==> config.mk <==
export PLATFORM = sky130hd
export DESIGN_NAME = framed_link_receiver
export DESIGN_NICKNAME = d
export VERILOG_FILES = /design/src/hdl/flr_pkg.sv /design/src/hdl/flr_front.sv /design/src/hdl/flr_back.sv /design/src/hdl/framed_link_receiver.sv
export SDC_FILE = /design/constraint.sdc
export NUM_CORES = 1
export LEC_CHECK = 0
export BUFFER_PORTS_ARGS = -buffer_cell sky130_fd_sc_hd__buf_2
export CORE_MARGIN = 10
export CORE_UTILIZATION = 55
export CTS_CLUSTER_DIAMETER = 200
export DETAILED_ROUTE_END_ITERATION = 8
export PLACE_DENSITY = 0.91
export SLEW_MARGIN = 5
export SYNTH_ARGS = -nofsm -noshare
export SYNTH_HDL_FRONTEND = slang
export SYNTH_SLANG_ARGS = --single-unit
==> constraint.sdc <==
create_clock -name clk_i -period 3.68 [get_ports clk_i]
set_input_delay 0.368 -clock clk_i [delete_from_list [all_inputs] [get_ports clk_i]]
set_output_delay 0.368 -clock clk_i [all_outputs]
set_load 0.01 [all_outputs]
==> src/hdl/flr_pkg.sv <==
// flr_pkg: shared types, codes and constants of the framed link receiver.
// Used by every module of the block; depends on nothing.
`timescale 1ns / 1ps
`default_nettype none

package flr_pkg;

  localparam int unsigned LEN_BITS  = 16;  // width of the payload counter
  localparam int unsigned QDEPTH    = 4;   // words held between front and back
  localparam int unsigned QPTR_BITS = $clog2(QDEPTH);
  localparam int unsigned QCNT_BITS = $clog2(QDEPTH + 1);

  localparam logic [7:0] FLAG_BYTE = 8'h7E;
  localparam logic [7:0] ESC_BYTE  = 8'h7D;
  localparam logic [7:0] ESC_FLAG  = 8'h5E;
  localparam logic [7:0] ESC_ESC   = 8'h5D;
  localparam logic [7:0] CTRL_SEQ0 = 8'h00;
  localparam logic [7:0] CTRL_SEQ1 = 8'h40;
  localparam logic [7:0] RR_SEQ1   = 8'h05;
  localparam logic [7:0] RR_SEQ0   = 8'h85;
  localparam logic [7:0] REJ_SEQ1  = 8'h01;
  localparam logic [7:0] REJ_SEQ0  = 8'h81;
  localparam logic [7:0] ADDR_RESET = 8'h03;

  // configuration register indexes
  localparam logic REG_EXP_ADDR = 1'b0;

  typedef enum logic [1:0] {
    KIND_PAYLOAD = 2'd0,
    KIND_ACCEPT  = 2'd1,
    KIND_REJECT  = 2'd2,
    KIND_ESC_ERR = 2'd3
  } kind_e;

  typedef enum logic [2:0] {
    PH_HUNT = 3'd0,
    PH_ADDR = 3'd1,
    PH_CTRL = 3'd2,
    PH_HCHK = 3'd3,
    PH_DATA = 3'd4,
    PH_ESC  = 3'd5
  } phase_e;

  // one received byte with its class
  typedef struct packed {
    logic [7:0] data;
    logic       is_flag;
    logic       is_esc;
  } tok_t;

  typedef struct packed {
    kind_e       kind;
    logic [7:0]  payload;
    logic [7:0]  reply;
    logic        seq;
    logic [15:0] length;
  } res_t;

endpackage

`default_nettype wire

==> src/hdl/flr_front.sv <==
// flr_front: classifies received bytes and queues them for the frame engine.
// Depends on flr_pkg.
`timescale 1ns / 1ps
`default_nettype none

module flr_front
  import flr_pkg::*;
(
  input  wire logic       clk_i,
  input  wire logic       rst_ni,
  input  wire logic       push_i,
  input  wire logic [7:0] byte_i,
  output logic            full_o,
  output logic            tok_vld_o,
  output tok_t            tok_o,
  input  wire logic       tok_pop_i
);

  tok_t                 mem_q [QDEPTH];
  logic [QPTR_BITS-1:0] wr_ptr_q, wr_ptr_d;
  logic [QPTR_BITS-1:0] rd_ptr_q, rd_ptr_d;
  logic [QCNT_BITS-1:0] cnt_q, cnt_d;
  logic                 wr_en, rd_en;
  tok_t                 tok_in;

  assign tok_in.data    = byte_i;
  assign tok_in.is_flag = (byte_i == FLAG_BYTE);
  assign tok_in.is_esc  = (byte_i == ESC_BYTE);

  assign full_o    = (cnt_q == QCNT_BITS'(QDEPTH));
  assign tok_vld_o = (cnt_q != '0);
  assign tok_o     = mem_q[rd_ptr_q];
  assign wr_en     = push_i && !full_o;
  assign rd_en     = tok_pop_i && tok_vld_o;

  always_comb begin
    wr_ptr_d = wr_en ? wr_ptr_q + 1'b1 : wr_ptr_q;
    rd_ptr_d = rd_en ? rd_ptr_q + 1'b1 : rd_ptr_q;
    cnt_d    = cnt_q;
    if (wr_en && !rd_en) begin
      cnt_d = cnt_q + 1'b1;
    end else if (rd_en && !wr_en) begin
      cnt_d = cnt_q - 1'b1;
    end
  end

  always_ff @(posedge clk_i or negedge rst_ni) begin
    if (!rst_ni) begin
      wr_ptr_q <= '0;
      rd_ptr_q <= '0;
      cnt_q    <= '0;
    end else begin
      wr_ptr_q <= wr_ptr_d;
      rd_ptr_q <= rd_ptr_d;
      cnt_q    <= cnt_d;
    end
  end

  always_ff @(posedge clk_i) begin
    if (wr_en) begin
      mem_q[wr_ptr_q] <= tok_in;
    end
  end

endmodule

`default_nettype wire

==> src/hdl/flr_back.sv <==
// flr_back: frame engine; walks header, un-stuffs the body, checks the trailer
// and holds one result word for the consumer. Depends on flr_pkg.
`timescale 1ns / 1ps
`default_nettype none

module flr_back
  import flr_pkg::*;
(
  input  wire logic       clk_i,
  input  wire logic       rst_ni,
  input  wire logic [7:0] exp_addr_i,
  input  wire logic       tok_vld_i,
  input  wire tok_t       tok_i,
  output logic            tok_pop_o,
  output logic            res_vld_o,
  output res_t            res_o,
  input  wire logic       pop_i
);

  phase_e              phase_q, phase_d;
  logic                seq_q;
  logic [7:0]          ctrl_q;
  logic [7:0]          pend_q;
  logic                pend_vld_q;
  logic [7:0]          xor_q;
  logic [LEN_BITS-1:0] cnt_q;
  logic                res_vld_q;
  res_t                res_q;

  logic                go;
  logic                emit;
  res_t                res_new;
  logic                body_take;
  logic [7:0]          body_byte;
  logic                hdr_clear;
  logic                ctrl_load;
  logic                trailer_ok;
  logic [31:0]         cnt_ext;
  logic [15:0]         len_sat;

  // a word is taken when the result register is free or drains this cycle
  assign go        = tok_vld_i && (!res_vld_q || pop_i);
  assign tok_pop_o = go;
  assign res_vld_o = res_vld_q;
  assign res_o     = res_q;

  assign cnt_ext = 32'(cnt_q);
  assign len_sat = (cnt_ext > 32'h0000_FFFF) ? 16'hFFFF : cnt_ext[15:0];

  always_comb begin
    if (!pend_vld_q) begin
      trailer_ok = 1'b0;
    end else if (cnt_q == '0) begin
      trailer_ok = 1'b1;
    end else begin
      trailer_ok = (xor_q == pend_q);
    end
  end

  // next phase
  always_comb begin
    phase_d = phase_q;
    if (go) begin
      unique case (phase_q)
        PH_ADDR: begin
          if (tok_i.data == exp_addr_i) phase_d = PH_CTRL;
          else if (tok_i.is_flag)       phase_d = PH_ADDR;
          else                          phase_d = PH_HUNT;
        end
        PH_CTRL: begin
          if (tok_i.data == CTRL_SEQ0 || tok_i.data == CTRL_SEQ1) phase_d = PH_HCHK;
          else if (tok_i.is_flag)                                   phase_d = PH_ADDR;
          else                                                      phase_d = PH_HUNT;
        end
        PH_HCHK: begin
          if (tok_i.data == (exp_addr_i ^ ctrl_q)) phase_d = PH_DATA;
          else                                      phase_d = PH_HUNT;
        end
        PH_DATA: begin
          if (tok_i.is_flag)     phase_d = PH_ADDR;
          else if (tok_i.is_esc) phase_d = PH_ESC;
          else                   phase_d = PH_DATA;
        end
        PH_ESC: begin
          if (tok_i.data == ESC_FLAG || tok_i.data == ESC_ESC) phase_d = PH_DATA;
          else if (tok_i.is_flag)                              phase_d = PH_ADDR;
          else                                                 phase_d = PH_HUNT;
        end
        default: begin
          phase_d = tok_i.is_flag ? PH_ADDR : PH_HUNT;
        end
      endcase
    end
  end

  // per-word actions and result
  always_comb begin
    emit      = 1'b0;
    res_new   = '0;
    body_take = 1'b0;
    body_byte = tok_i.data;
    hdr_clear = 1'b0;
    ctrl_load = 1'b0;
    unique case (phase_q)
      PH_CTRL: begin
        ctrl_load = (tok_i.data == CTRL_SEQ0 || tok_i.data == CTRL_SEQ1);
      end
      PH_HCHK: begin
        hdr_clear = (tok_i.data == (exp_addr_i ^ ctrl_q));
      end
      PH_DATA: begin
        if (tok_i.is_flag) begin
          emit           = 1'b1;
          res_new.kind   = trailer_ok ? KIND_ACCEPT : KIND_REJECT;
          res_new.seq    = seq_q;
          res_new.length = len_sat;
          if (trailer_ok) res_new.reply = seq_q ? RR_SEQ1 : RR_SEQ0;
          else            res_new.reply = seq_q ? REJ_SEQ1 : REJ_SEQ0;
        end else if (!tok_i.is_esc) begin
          body_take = 1'b1;
        end
      end
      PH_ESC: begin
        if (tok_i.data == ESC_FLAG) begin
          body_take = 1'b1;
          body_byte = FLAG_BYTE;
        end else if (tok_i.data == ESC_ESC) begin
          body_take = 1'b1;
          body_byte = ESC_BYTE;
        end else begin
          emit         = 1'b1;
          res_new.kind = KIND_ESC_ERR;
        end
      end
      default: begin
        emit = 1'b0;
      end
    endcase
    // body bytes go out one word late
    if (body_take && pend_vld_q) begin
      emit            = 1'b1;
      res_new.kind    = KIND_PAYLOAD;
      res_new.payload = pend_q;
    end
  end

  always_ff @(posedge clk_i or negedge rst_ni) begin
    if (!rst_ni) begin
      phase_q    <= PH_HUNT;
      seq_q      <= 1'b0;
      ctrl_q     <= '0;
      pend_q     <= '0;
      pend_vld_q <= 1'b0;
      xor_q      <= '0;
      cnt_q      <= '0;
      res_vld_q  <= 1'b0;
    end else begin
      phase_q <= phase_d;
      if (go) begin
        res_vld_q <= emit;
        if (ctrl_load) begin
          ctrl_q <= tok_i.data;
          seq_q  <= (tok_i.data == CTRL_SEQ1);
        end
        if (hdr_clear) begin
          pend_q     <= '0;
          pend_vld_q <= 1'b0;
          xor_q      <= '0;
          cnt_q      <= '0;
        end
        if (body_take) begin
          if (pend_vld_q) begin
            xor_q <= xor_q ^ pend_q;
            if (cnt_q != '1) cnt_q <= cnt_q + 1'b1;
          end
          pend_q     <= body_byte;
          pend_vld_q <= 1'b1;
        end
      end else if (pop_i) begin
        res_vld_q <= 1'b0;
      end
    end
  end

  always_ff @(posedge clk_i) begin
    if (go && emit) begin
      res_q <= res_new;
    end
  end

`ifndef SYNTHESIS
  // a waiting result is never overwritten
  assert property (@(posedge clk_i) disable iff (!rst_ni)
    (res_vld_q && !pop_i) |-> !go)
    else $error("flr_back: result overwritten before pop");

  // the escape phase is only entered from an escape word in the body
  assert property (@(posedge clk_i) disable iff (!rst_ni)
    (go && phase_d == PH_ESC) |-> (phase_q == PH_DATA && tok_i.is_esc))
    else $error("flr_back: escape phase entered without escape word");

  // only payload words carry a payload byte
  assert property (@(posedge clk_i) disable iff (!rst_ni)
    (res_vld_q && res_q.kind != KIND_PAYLOAD) |-> (res_q.payload == 8'h00))
    else $error("flr_back: payload byte set on status word");
`endif

endmodule

`default_nettype wire

==> src/hdl/framed_link_receiver.sv <==
// framed_link_receiver: top level with the configuration port, front queue
// and frame engine. Depends on flr_pkg, flr_front and flr_back.
`timescale 1ns / 1ps
`default_nettype none

// Receives one raw serial byte per push and strips HDLC-like framing: opening
// flag 0x7E, the address held in expected_address (byte address 0, reset 0x03),
// control 0x00 or 0x40 and a header check byte. Body bytes are un-stuffed and
// popped as payload words one byte late; at the closing flag one status word
// reports accept or reject with the RR/REJ reply byte, sequence bit and length.
// A bad escape yields an error word and drops the frame. A byte can be pushed
// every cycle while full is low; a four-word queue after the byte classifier
// and a one-word result register let either side stall for a while. With no
// stall, the word a byte causes passes through the queue and then the result
// register on its way to the result ports.
module framed_link_receiver
  import flr_pkg::*;
(
  input  wire logic        clk_i,
  input  wire logic        rst_ni,
  input  wire logic        psel,
  input  wire logic        penable,
  input  wire logic        pwrite,
  input  wire logic [2:0]  paddr,
  input  wire logic [31:0] pwdata,
  output logic [31:0]      prdata,
  output logic             pready,
  input  wire logic        push,
  output logic             full,
  input  wire logic [7:0]  rx_byte_i,
  output logic             empty,
  input  wire logic        pop,
  output logic [1:0]       out_kind_o,
  output logic [7:0]       payload_byte_o,
  output logic [7:0]       reply_control_o,
  output logic             sequence_bit_o,
  output logic [15:0]      frame_length_o
);

  logic [7:0] exp_addr_q;
  logic       reg_hit;
  logic       tok_vld;
  tok_t       tok;
  logic       tok_pop;
  logic       res_vld;
  res_t       res;

  assign pready  = 1'b1;
  assign reg_hit = (paddr[2] == REG_EXP_ADDR);
  assign prdata  = reg_hit ? {24'h0, exp_addr_q} : 32'h0;

  always_ff @(posedge clk_i or negedge rst_ni) begin
    if (!rst_ni) begin
      exp_addr_q <= ADDR_RESET;
    end else if (psel && penable && pwrite && reg_hit) begin
      exp_addr_q <= pwdata[7:0];
    end
  end

  flr_front u_front (
    .clk_i     (clk_i),
    .rst_ni    (rst_ni),
    .push_i    (push),
    .byte_i    (rx_byte_i),
    .full_o    (full),
    .tok_vld_o (tok_vld),
    .tok_o     (tok),
    .tok_pop_i (tok_pop)
  );

  flr_back u_back (
    .clk_i      (clk_i),
    .rst_ni     (rst_ni),
    .exp_addr_i (exp_addr_q),
    .tok_vld_i  (tok_vld),
    .tok_i      (tok),
    .tok_pop_o  (tok_pop),
    .res_vld_o  (res_vld),
    .res_o      (res),
    .pop_i      (pop)
  );

  assign empty           = !res_vld;
  assign out_kind_o      = res.kind;
  assign payload_byte_o  = res.payload;
  assign reply_control_o = res.reply;
  assign sequence_bit_o  = res.seq;
  assign frame_length_o  = res.length;

endmodule

`default_nettype wire

==> results of run 1 <==
[logic make-up after synthesis]
kind of cell,after synthesis
DFF,131
other,2
buffers and inverters,67
xor gates and xnor gates,34
adders and majority gates,8
AOI/OAI and AO/OA,81
and+or+nand+nor,161
muxes,20
[state kept, by name (all words and copies together) (netlist names)]
| name | count |
|---|---|
| u_front.mem_q | 40 |
| u_back.res_o | 30 |
| u_back.cnt_q | 16 |
| exp_addr_q | 8 |
| u_back.ctrl_q | 8 |
| u_back.pend_q | 8 |
| u_back.xor_q | 8 |
| u_back.phase_q | 3 |
| u_front.cnt_q | 3 |
| u_front.rd_ptr_q | 2 |
| u_front.wr_ptr_q | 2 |
| u_back.pend_vld_q | 1 |
| u_back.res_vld_o | 1 |
| u_back.seq_q | 1 |
[area by class of cell]
type	count	share of cell area (%)
tap	143	2.43
multi-input combinational	334	33.1
sequential	131	49.3
clock buffer	17	5.78
timing repair buffer	73	5.47
inverter	21	1.07
clock inverter	15	2.77
[per-layer routing]
metal	GRT usage [%]	wire length, µm	vias up
li1	-	-	1917
met1	19.2	5420	2075
met2	31.2	7730	208
met3	4.96	925	37
met4	7.77	310	0
met5	0	0	-
[metrics by stage]
step | hold slack [ns] | std cells | cell area [µm²] | power [mW] | utilization, %
finish | 0.0360 | 734 | 7360 | 4.76 | 64.7
global route | 0.0820 | 734 | 7360 | 4.93 | 64.7
CTS | 0.0416 | 734 | 7360 | 4.77 | 64.7
detailed placement | 0.481 | 702 | 6730 | 2.95 | 59.2
global placement | 0.465 | 702 | 6730 | 2.86 | 59.2
floorplan | 0.0724 | 532 | 6450 | 2.66 | -
[final timing paths]
kind	startpoint	to	slack, ns	depth (start not counted)
max	u_front.rd_ptr_q[0]	u_back.cnt_q[8]	0.17	7
min in group clk_i	pop	u_back.res_vld_o	0.13	2
min	rst_ni	u_back.cnt_q[3]	0.04	1
max in group asynchronous	rst_ni	exp_addr_q[0]	2.72	2
max reg2reg	u_front.rd_ptr_q[0]	u_back.cnt_q[8]	0.17	7
min reg2reg	u_front.cnt_q[2]	u_front.cnt_q[2]	0.50	1
[power groups by stage]
stage | Combinational (mW) | Clock [mW] | Sequential (mW)
floorplan | 0.832 | 0 | 1.83
global placement | 0.969 | 0 | 1.89
detailed placement | 1.04 | 0 | 1.91
CTS | 1.08 | 1.80 | 1.89
global route | 1.17 | 1.85 | 1.91
finish | 1.09 | 1.78 | 1.89
[layout by cell type (no fill, tap or decap), types with 17 or more instances in the layout]
| cell | n |
|---|---|
| and2_1 | 31 |
| buf_2 | 63 |
| clkbuf_16 | 17 |
| conb_1 | 30 |
| dfrtp_1 | 59 |
| edfxtp_1 | 70 |
| inv_1 | 20 |
| nand2_1 | 20 |
| nand3_1 | 17 |
| nor2_1 | 18 |
| o21ai_0 | 20 |
| xnor2_1 | 25 |
[worst max-delay path, cell delays in order, from the launching register on]
cell	delay, ns
dfrtp_1	0.62
buf_4	0.24
mux4_1	0.74
xnor2_1	0.25
nand3_1	0.13
or4b_1	0.81
nand2_1	0.40
a31oi_1	0.16
==> results.sh, run 1 <==
export IMPL_synthMuxAreaShare_pct=5.77
export IMPL_status="completed"
export IMPL_die_w_um=127
export IMPL_synth_simple_area_share_pct=14.8
export IMPL_cts_tree="done"
export IMPL_grt_setup_unrepaired="no"
export IMPL_setup_viol=0
export IMPL_die_y_um=127
export IMPL_criticalPathCategory="flip-flop to flip-flop"
export IMPL_synth_xor_area_share_pct=5.58
export IMPL_vias=4237
export IMPL_drc_errors=0
export IMPL_cts_resized=0
export IMPL_place_ws_ns=0.295
export IMPL_cts_root_buf="clkbuf_16"
export IMPL_yosys_warnings=0
export IMPL_rows=39
export IMPL_syn_area_mm2=0.00635
export IMPL_layout_setup_ws_ns=0.173
export IMPL_avgSynthCellArea_um2=12.6
export IMPL_min_path_type="input pin to asynchronous set/reset pin"
export IMPL_synth_seq_area_share_pct=57.2
export IMPL_ctsHoldBuffers=0
export IMPL_h_tree_depth=4
export IMPL_max_freq_mhz=285
export IMPL_grt_pass1_vias=4498
export IMPL_drive_above_1_share_pct=22.0
export IMPL_yosysTopAreaCellShare_pct=33.1
export IMPL_clk_latency_ns=0.41
export IMPL_relSlewSlack_pct=48.3
export IMPL_cts_buffers=17
export IMPL_core_mm2=0.0114
export IMPL_worst_slew_pin_slew_ns=0.775
export IMPL_firstDrtPassIters=5
export IMPL_cell_internal_pwr_mw=3.34
export IMPL_ant_nets=0
export IMPL_synthAdderAreaFrac_pct=1.69
export IMPL_power_density_mw_per_mm2=646
export IMPL_cp_max_fo=15
export IMPL_drtIter0Drc=496
export IMPL_antenna_found_initial=0
export IMPL_regArea_mm2=0.00363
export IMPL_synth_top_flop_cell="edfxtp_1"
export IMPL_post_drt_wl_per_cell_um=19.6
export IMPL_finalNetCount=636
export IMPL_ys_ff_latch=131
export IMPL_period_minus_slack_ns=3.51
export IMPL_synth_compound_area_share_pct=8.81
export IMPL_routabilityCongestion=0.936
export IMPL_arrival_ns=3.78
export IMPL_hpwlAfterDp_mm=9.37
export IMPL_slew_viol_final=0
export IMPL_synth_async_reset_ratio_pct=46.6
export IMPL_yosysMostFrequentCell="edfxtp_1"
export IMPL_yosys_cell_types_count=72
export IMPL_synth_largest_area_cell="edfxtp_1"
export IMPL_grt_max_degree=34
export IMPL_endpoint_kind="flip-flop"
export IMPL_grt_ovfl_total=0
export IMPL_multi_input_area_mm2=0.00244
export IMPL_numPortBuffers=63
export IMPL_start_util_pct=55.8
export IMPL_syn_to_final_growth_pct=15.9
export IMPL_post_cts_setup_buffers=0
export IMPL_ir_worst_vdd_uv=423
export IMPL_synth_top_family_by_area="simple AND/OR/NAND/NOR gates"
export IMPL_maxCapViolCount=0
export IMPL_power_switching_mw=1.42
export IMPL_clkPwrFrac_pct=37.4
export IMPL_grt_util_all_layers_pct=17.6
export IMPL_grt_pass1_wl_mm=22.9
export IMPL_yosys_top_cells_area="edfxtp_1 (33%), dfrtp_1 (23%), buf_4 (3.7%)"
export IMPL_boundaryPins=120
export IMPL_cts_buffer_depth=2
export IMPL_critPathLaunchType="flip-flop"
export IMPL_synth_cells=504
export IMPL_synth_edf_count=70
export IMPL_clk_pin_slew_ns=0.06
export IMPL_synth_common_cells="edfxtp_1 (70), dfrtp_1 (59), and2_1 (31), buf_4 (31), xnor2_1 (25)"
export IMPL_wirelength_mm=14.4
export IMPL_pwr_share_comb_pct=22.8
export IMPL_crit_required_ns=3.95
export IMPL_num_fill_cells=792
export IMPL_tns_ns=0
export IMPL_dieArea_mm2=0.0162
export IMPL_clock_skew_ns=0.00855
export IMPL_cts_num_sinks=131
export IMPL_final_hold_viol_count=0
export IMPL_antennaDiodeCount=0
export IMPL_fin_crit_sh_pct=95.3
export IMPL_seq_power_share_pct=39.8
export IMPL_p_sw_share_pct=29.8
export IMPL_viasPerCell=5.77
export IMPL_p_leak_nw=3.13
(Power assumes the default switching activity.)
==> inputs of run 2 (changes only) <==
==> constraint.sdc (replaced) <==
create_clock -name clk_i -period 3.7 [get_ports clk_i]
set_input_delay 0.37 -clock clk_i [delete_from_list [all_inputs] [get_ports clk_i]]
set_output_delay 0.37 -clock clk_i [all_outputs]
set_load 0.01 [all_outputs]
==> results.sh, run 2 (same netlist as run 1, synthesis figures left out) <==
export IMPL_clock_skew_ns=0.00919
export IMPL_fin_util_pct=64.0
export IMPL_hold_ws_ns=0.00703
export IMPL_rr_worst_depth=6
export IMPL_final_cell_count_no_fill=734
export IMPL_boundaryPins=120
export IMPL_drtIter0Drc=356
export IMPL_rows=39
export IMPL_drive_above_1_share_pct=22.0
export IMPL_critPathLaunchType="flip-flop"
export IMPL_vias=4268
export IMPL_worst_slew_pin_slew_ns=0.718
export IMPL_regMostFlops="u_front.mem_q"
export IMPL_drc_errors=0
export IMPL_fin_crit_sh_pct=90.3
export IMPL_setup_viol=0
export IMPL_cp_slowest_cell="mux4_1"
export IMPL_cts_tree="done"
export IMPL_critPathMaxStageDelay_ns=0.79
export IMPL_period_minus_slack_ns=3.34
export IMPL_grt_pass1_wl_mm=22.1
export IMPL_clk_latency_ns=0.42
export IMPL_tns_ns=0
export IMPL_grt_max_degree=32
export IMPL_layout_setup_ws_ns=0.359
export IMPL_p_leak_nw=3.08
export IMPL_antennaDiodeCount=0
export IMPL_place_ws_ns=0.312
export IMPL_firstDrtPassIters=6
export IMPL_maxCapViolCount=0
export IMPL_grt_util_all_layers_pct=16.7
export IMPL_criticalPathCategory="flip-flop to flip-flop"
export IMPL_multi_input_area_mm2=0.00244
export IMPL_layout_common_cells="edfxtp_1 (70), buf_2 (63), dfrtp_1 (59), and2_1 (31), conb_1 (30)"
export IMPL_status="completed"
export IMPL_slew_viol_final=0
export IMPL_final_hold_viol_count=0
export IMPL_routabilityCongestion=0.935
export IMPL_endpoint_kind="flip-flop"
export IMPL_cp_max_fo=15
export IMPL_power_density_mw_per_mm2=615
export IMPL_timing_rr_start="u_front.rd_ptr_q[0]"
export IMPL_viasPerCell=5.81
export IMPL_r2r_slack_ns=0.36
export IMPL_grt_ovfl_total=0
export IMPL_dpl_instance_area_mm2=0.00673
export IMPL_cts_buffers=17
export IMPL_regArea_mm2=0.00363
export IMPL_power_mw=4.48
export IMPL_h_tree_depth=4
export IMPL_syn_to_final_growth_pct=14.7
export IMPL_core_mm2=0.0114
export IMPL_worstPathBufferInverterCount=0
export IMPL_final_area_mm2=0.00728
export IMPL_die_w_um=127
export IMPL_grt_pass1_vias=4457
export IMPL_start_util_pct=55.8
export IMPL_max_freq_mhz=299
export IMPL_wirelength_mm=13.6
export IMPL_numPortBuffers=63
export IMPL_post_drt_wl_per_cell_um=18.5
export IMPL_relSlewSlack_pct=52.2
export IMPL_cts_buffer_depth=2
export IMPL_cts_root_buf="clkbuf_16"
export IMPL_rr_endpoint="u_back.cnt_q[8]"
export IMPL_finalNetCount=636
export IMPL_cts_num_sinks=131
export IMPL_largest_register_ffs=40
export IMPL_hpwlAfterDp_mm=9.37
export IMPL_ant_nets=0
export IMPL_die_y_um=127
export IMPL_arrival_ns=3.62
export IMPL_clk_pin_slew_ns=0.06
export IMPL_place_inst=702
export IMPL_ir_worst_vdd_uv=434
export IMPL_antenna_found_initial=0
export IMPL_min_path_type="input pin to asynchronous set/reset pin"
export IMPL_crit_family="simple AND/OR/NAND/NOR gates"
export IMPL_crit_required_ns=3.98
export IMPL_dieArea_mm2=0.0162
export IMPL_grt_setup_unrepaired="no"
export IMPL_num_fill_cells=818
export IMPL_final_common_cell="edfxtp_1"
export IMPL_path_cells="mux4_1 > xnor2_1 > nor4_1 > or4b_4 > nand2_1 > a31oi_1"
==> run 2: cell types whose count changed in the layout (fill, tap and decap cells not counted) <==
cell	previous run	this run
clkinvlp_4	2	6
bufinv_16	4	1
clkinv_2	0	3
inv_6	4	1
clkinv_4	3	1
clkbuf_1	0	1
or4b_1	1	0
or4b_4	0	1
==> run 2: final cells by class <==
class | instances | area share, %
clock inverter | 14 | 1.58
clock buffer | 18 | 5.90
multi-input combinational | 334 | 33.6
timing repair buffer | 73 | 5.53
inverter | 21 | 1.08
tap | 143 | 2.46
sequential | 131 | 49.9
==> run 2: worst register-to-register path: stages (launching register included) <==
cell and delay, ns:
dfrtp_1 0.62, mux4_1 0.80, xnor2_1 0.20, nor4_1 0.46
or4b_4 0.64, nand2_1 0.31, a31oi_1 0.17
==> run 2: power by group <==
group	internal, mW	switching (mW)	total (mW)	leakage [nW]
registers	1.71	0.164	1.88	1.47
logic	0.474	0.588	1.06	1.36
clock network	0.914	0.626	1.54	0.249
total	3.10	1.38	4.48	3.08
==> run 2: how the worst max path moves through the flow <==
| stage | from | end | slack [ns] | cells past startpoint |
|---|---|---|---|---|
| finish | u_front.rd_ptr_q[0] | u_back.cnt_q[8] | 0.36 | 6 |
| floorplan | u_front.rd_ptr_q[0] | u_back.res_o[0] | 0.38 | 6 |
| CTS | u_front.rd_ptr_q[0] | u_back.cnt_q[8] | 0.22 | 6 |
| global route | u_front.rd_ptr_q[0] | u_back.cnt_q[8] | 0.23 | 6 |
| detailed placement | u_front.rd_ptr_q[0] | u_back.cnt_q[8] | 0.31 | 6 |
| global placement | u_front.rd_ptr_q[0] | u_back.cnt_q[7] | 0.45 | 7 |
==> run 2: timing repair <==
action                                  4_1_cts  5_1_grt
hold buffers                                  0        0
setup buffers                                 0        0
endpoints found under the setup margin        0        1
resized for setup                             0        1
==> run 2: routing by layer <==
metal	track usage [%]	vias to the layer above	wire length, µm
met2	28.9	191	7150
met4	7.03	0	343
met1	18.7	2109	5150
met5	0	-	0
met3	4.92	41	931
li1	-	1927	-
==> inputs of run 3 (changes only) <==
--- a/config.mk
+++ b/config.mk
@@ -5,12 +5,14 @@
 export SDC_FILE = /design/constraint.sdc
 export NUM_CORES = 1
 export LEC_CHECK = 0
+export ABC_AREA = 1
 export BUFFER_PORTS_ARGS = -buffer_cell sky130_fd_sc_hd__buf_2
+export CORE_ASPECT_RATIO = 0.5
 export CORE_MARGIN = 10
 export CORE_UTILIZATION = 55
 export CTS_CLUSTER_DIAMETER = 200
 export DETAILED_ROUTE_END_ITERATION = 8
-export PLACE_DENSITY = 0.91
+export PLACE_DENSITY_LB_ADDON = 0.2
 export SLEW_MARGIN = 5
 export SYNTH_ARGS = -nofsm -noshare
 export SYNTH_HDL_FRONTEND = slang
==> results.sh, run 3 <==
export IMPL_status="finished with violations"
export IMPL_failed_checks="design-rule violations"
export IMPL_p_leak_nw=3.61
export IMPL_boundaryPins=120
export IMPL_maxCapViolCount=0
export IMPL_ant_nets=0
export IMPL_cts_root_buf="clkbuf_16"
export IMPL_routabilityCongestion=0.890
export IMPL_synth_top_flop_cell="edfxtp_1"
export IMPL_cp_max_fo=30
export IMPL_cts_num_sinks=131
export IMPL_slew_viol_final=0
export IMPL_syn_area_mm2=0.00675
export IMPL_yosysMostFrequentCell="nand2_1"
export IMPL_hpwlAfterDp_mm=10.4
export IMPL_criticalPathCategory="flip-flop to flip-flop"
export IMPL_clock_skew_ns=0.0110
export IMPL_yosysTopAreaCellShare_pct=31.1
export IMPL_synth_largest_area_cell="edfxtp_1"
export IMPL_grt_setup_unrepaired="no"
export IMPL_power_density_mw_per_mm2=645
export IMPL_regArea_mm2=0.00363
export IMPL_rows=28
export IMPL_post_cts_setup_buffers=0
export IMPL_critPathMaxStageDelay_ns=0.39
export IMPL_viasPerCell=5.07
export IMPL_worstPathBufferInverterCount=3
export IMPL_dieArea_mm2=0.0174
export IMPL_drc_errors=1
export IMPL_grt_max_degree=34
export IMPL_synth_common_cells="nand2_1 (231), inv_1 (87), nor2_1 (83)"
export IMPL_final_hold_viol_count=0
export IMPL_fin_util_pct=64.5
export IMPL_hold_ws_ns=0.0383
export IMPL_vias=5176
export IMPL_h_tree_depth=4
export IMPL_die_y_um=98.4
export IMPL_setup_viol=0
export IMPL_drive_above_1_share_pct=14.6
export IMPL_ys_ff_latch=131
export IMPL_yosys_top_cells_area="edfxtp_1 (31%), dfrtp_1 (22%), nand2_1 (13%)"
export IMPL_fin_crit_sh_pct=81.9
export IMPL_start_util_pct=56.7
export IMPL_synth_edf_count=70
export IMPL_drtIter0Drc=430
export IMPL_regMostFlops="u_front.mem_q"
export IMPL_layout_common_cells="nand2_1 (231), inv_1 (87), nor2_1 (83), edfxtp_1 (70), buf_2 (63)"
export IMPL_grt_pass1_vias=4883
export IMPL_synth_cells=777
export IMPL_ir_worst_vdd_uv=341
export IMPL_synth_top_family_by_area="simple AND/OR/NAND/NOR gates"
export IMPL_yosys_cell_types_count=33
export IMPL_clk_pin_slew_ns=0.06
export IMPL_num_fill_cells=957
export IMPL_synth_xor_area_share_pct=4.67
export IMPL_synth_compound_area_share_pct=2.69
export IMPL_final_common_cell="nand2_1"
export IMPL_crit_family="simple AND/OR/NAND/NOR gates"
export IMPL_min_path_type="input pin to asynchronous set/reset pin"
export IMPL_grt_pass1_wl_mm=24.0
export IMPL_crit_required_ns=3.77
export IMPL_period_minus_slack_ns=3.03
export IMPL_finalNetCount=900
export IMPL_core_mm2=0.0119
export IMPL_post_drt_wl_per_cell_um=14.4
export IMPL_cp_slowest_cell="dfrtp_1"
export IMPL_endpoint_kind="flip-flop"
export IMPL_die_w_um=177
export IMPL_firstDrtPassIters=7
export IMPL_synthAdderAreaFrac_pct=1.59
export IMPL_crit_path_frequent_cell="nand2_1"
export IMPL_critPathLaunchType="flip-flop"
export IMPL_cts_buffer_depth=2
export IMPL_tns_ns=0
export IMPL_syn_to_final_growth_pct=13.8
export IMPL_cts_resized=0
export IMPL_largest_register_ffs=40
export IMPL_path_cells="inv_2 > nand2_1 > nand3_1 > nand2_1 > nand2_1 > nand2_1 > nor2_2 > nand3_2 > nand2_4 > nand2_2 > nand3_1 > nand2_1 > inv_1 > buf_4"
export IMPL_ctsHoldBuffers=0
export IMPL_arrival_ns=3.10
export IMPL_numPortBuffers=63
export IMPL_relSlewSlack_pct=35.8
export IMPL_grt_util_all_layers_pct=16.9
export IMPL_antenna_found_initial=0
export IMPL_clk_latency_ns=0.41
export IMPL_worst_slew_pin_slew_ns=0.959
export IMPL_grt_ovfl_total=0
export IMPL_wirelength_mm=14.7
export IMPL_max_freq_mhz=330
export IMPL_antennaDiodeCount=0
export IMPL_synth_simple_area_share_pct=27.1
export IMPL_yosys_warnings=0
export IMPL_synthMuxAreaShare_pct=0
export IMPL_cts_tree="done"
export IMPL_synth_seq_area_share_pct=53.8
export IMPL_avgSynthCellArea_um2=8.69
export IMPL_synth_async_reset_ratio_pct=46.6
export IMPL_cts_buffers=17
export IMPL_multi_input_area_mm2=0.00255
[run 3: cell types whose count changed after synthesis, sizes merged, moves of 18 or more]
cell,previous run,this run
and2,31,0
inv,20,91
nand2,21,240
nand3,17,59
nand4,6,24
nor2,18,86
xor2,5,28
[run 3: cell families after synthesis]
kind of cell    after synthesis
compound gates               35
simple gates                423
xor+xnor                     36
flops                       131
buf+inv                     142
fa+ha+maj                     8
other cells                   2
[run 3: metal layers]
| metal | track usage (%) | share of wire [%] | vias up |
|---|---|---|---|
| met2 | 27.0 | 46 | 199 |
| met5 | 0 | 0 | - |
| met4 | 6.36 | 1.8 | 0 |
| met3 | 3.96 | 8.8 | 27 |
| met1 | 21.9 | 44 | 2383 |
| li1 | - | - | 2567 |
[run 3: metrics by stage]
step                      worst slack, ns  instance area, µm²  power (mW)  std cells
after global placement              0.737                7090        3.24        988
after floorplan                      1.06                6860        2.94        805
after CTS                           0.645                7690        4.96       1020
after detailed placement            0.694                7090        3.28        988
final                               0.669                7690        4.96       1020
after global routing                0.372                7690        5.25       1020
[run 3: final timing paths]
kind                       depth (start not counted)  slack (ns)           startpoint               end
max in group asynchronous                          2        2.79               rst_ni   u_back.xor_q[1]
min in group clk_i                                 2        0.13                  pop  u_back.res_vld_o
min reg2reg                                        2        0.49      u_back.xor_q[7]   u_back.xor_q[7]
max                                               14        0.67  u_front.rd_ptr_q[0]  u_back.res_o[32]
max reg2reg                                       14        0.67  u_front.rd_ptr_q[0]  u_back.res_o[32]
min                                                1        0.04               rst_ni     exp_addr_q[4]
[run 3: cell type report]
class	instances	area share, %
clock buffers	19	5.63
multi-input cells	532	33.2
inverters	91	4.44
repair buffers	69	4.69
well taps	165	2.69
flip-flops and latches	131	47.2
clock inverters	13	2.08
[run 3: report_power, final]
part | internal, mW | switching (mW)
sequential | 1.73 | 0.131
clock | 1.06 | 0.615
combinational | 0.430 | 0.995
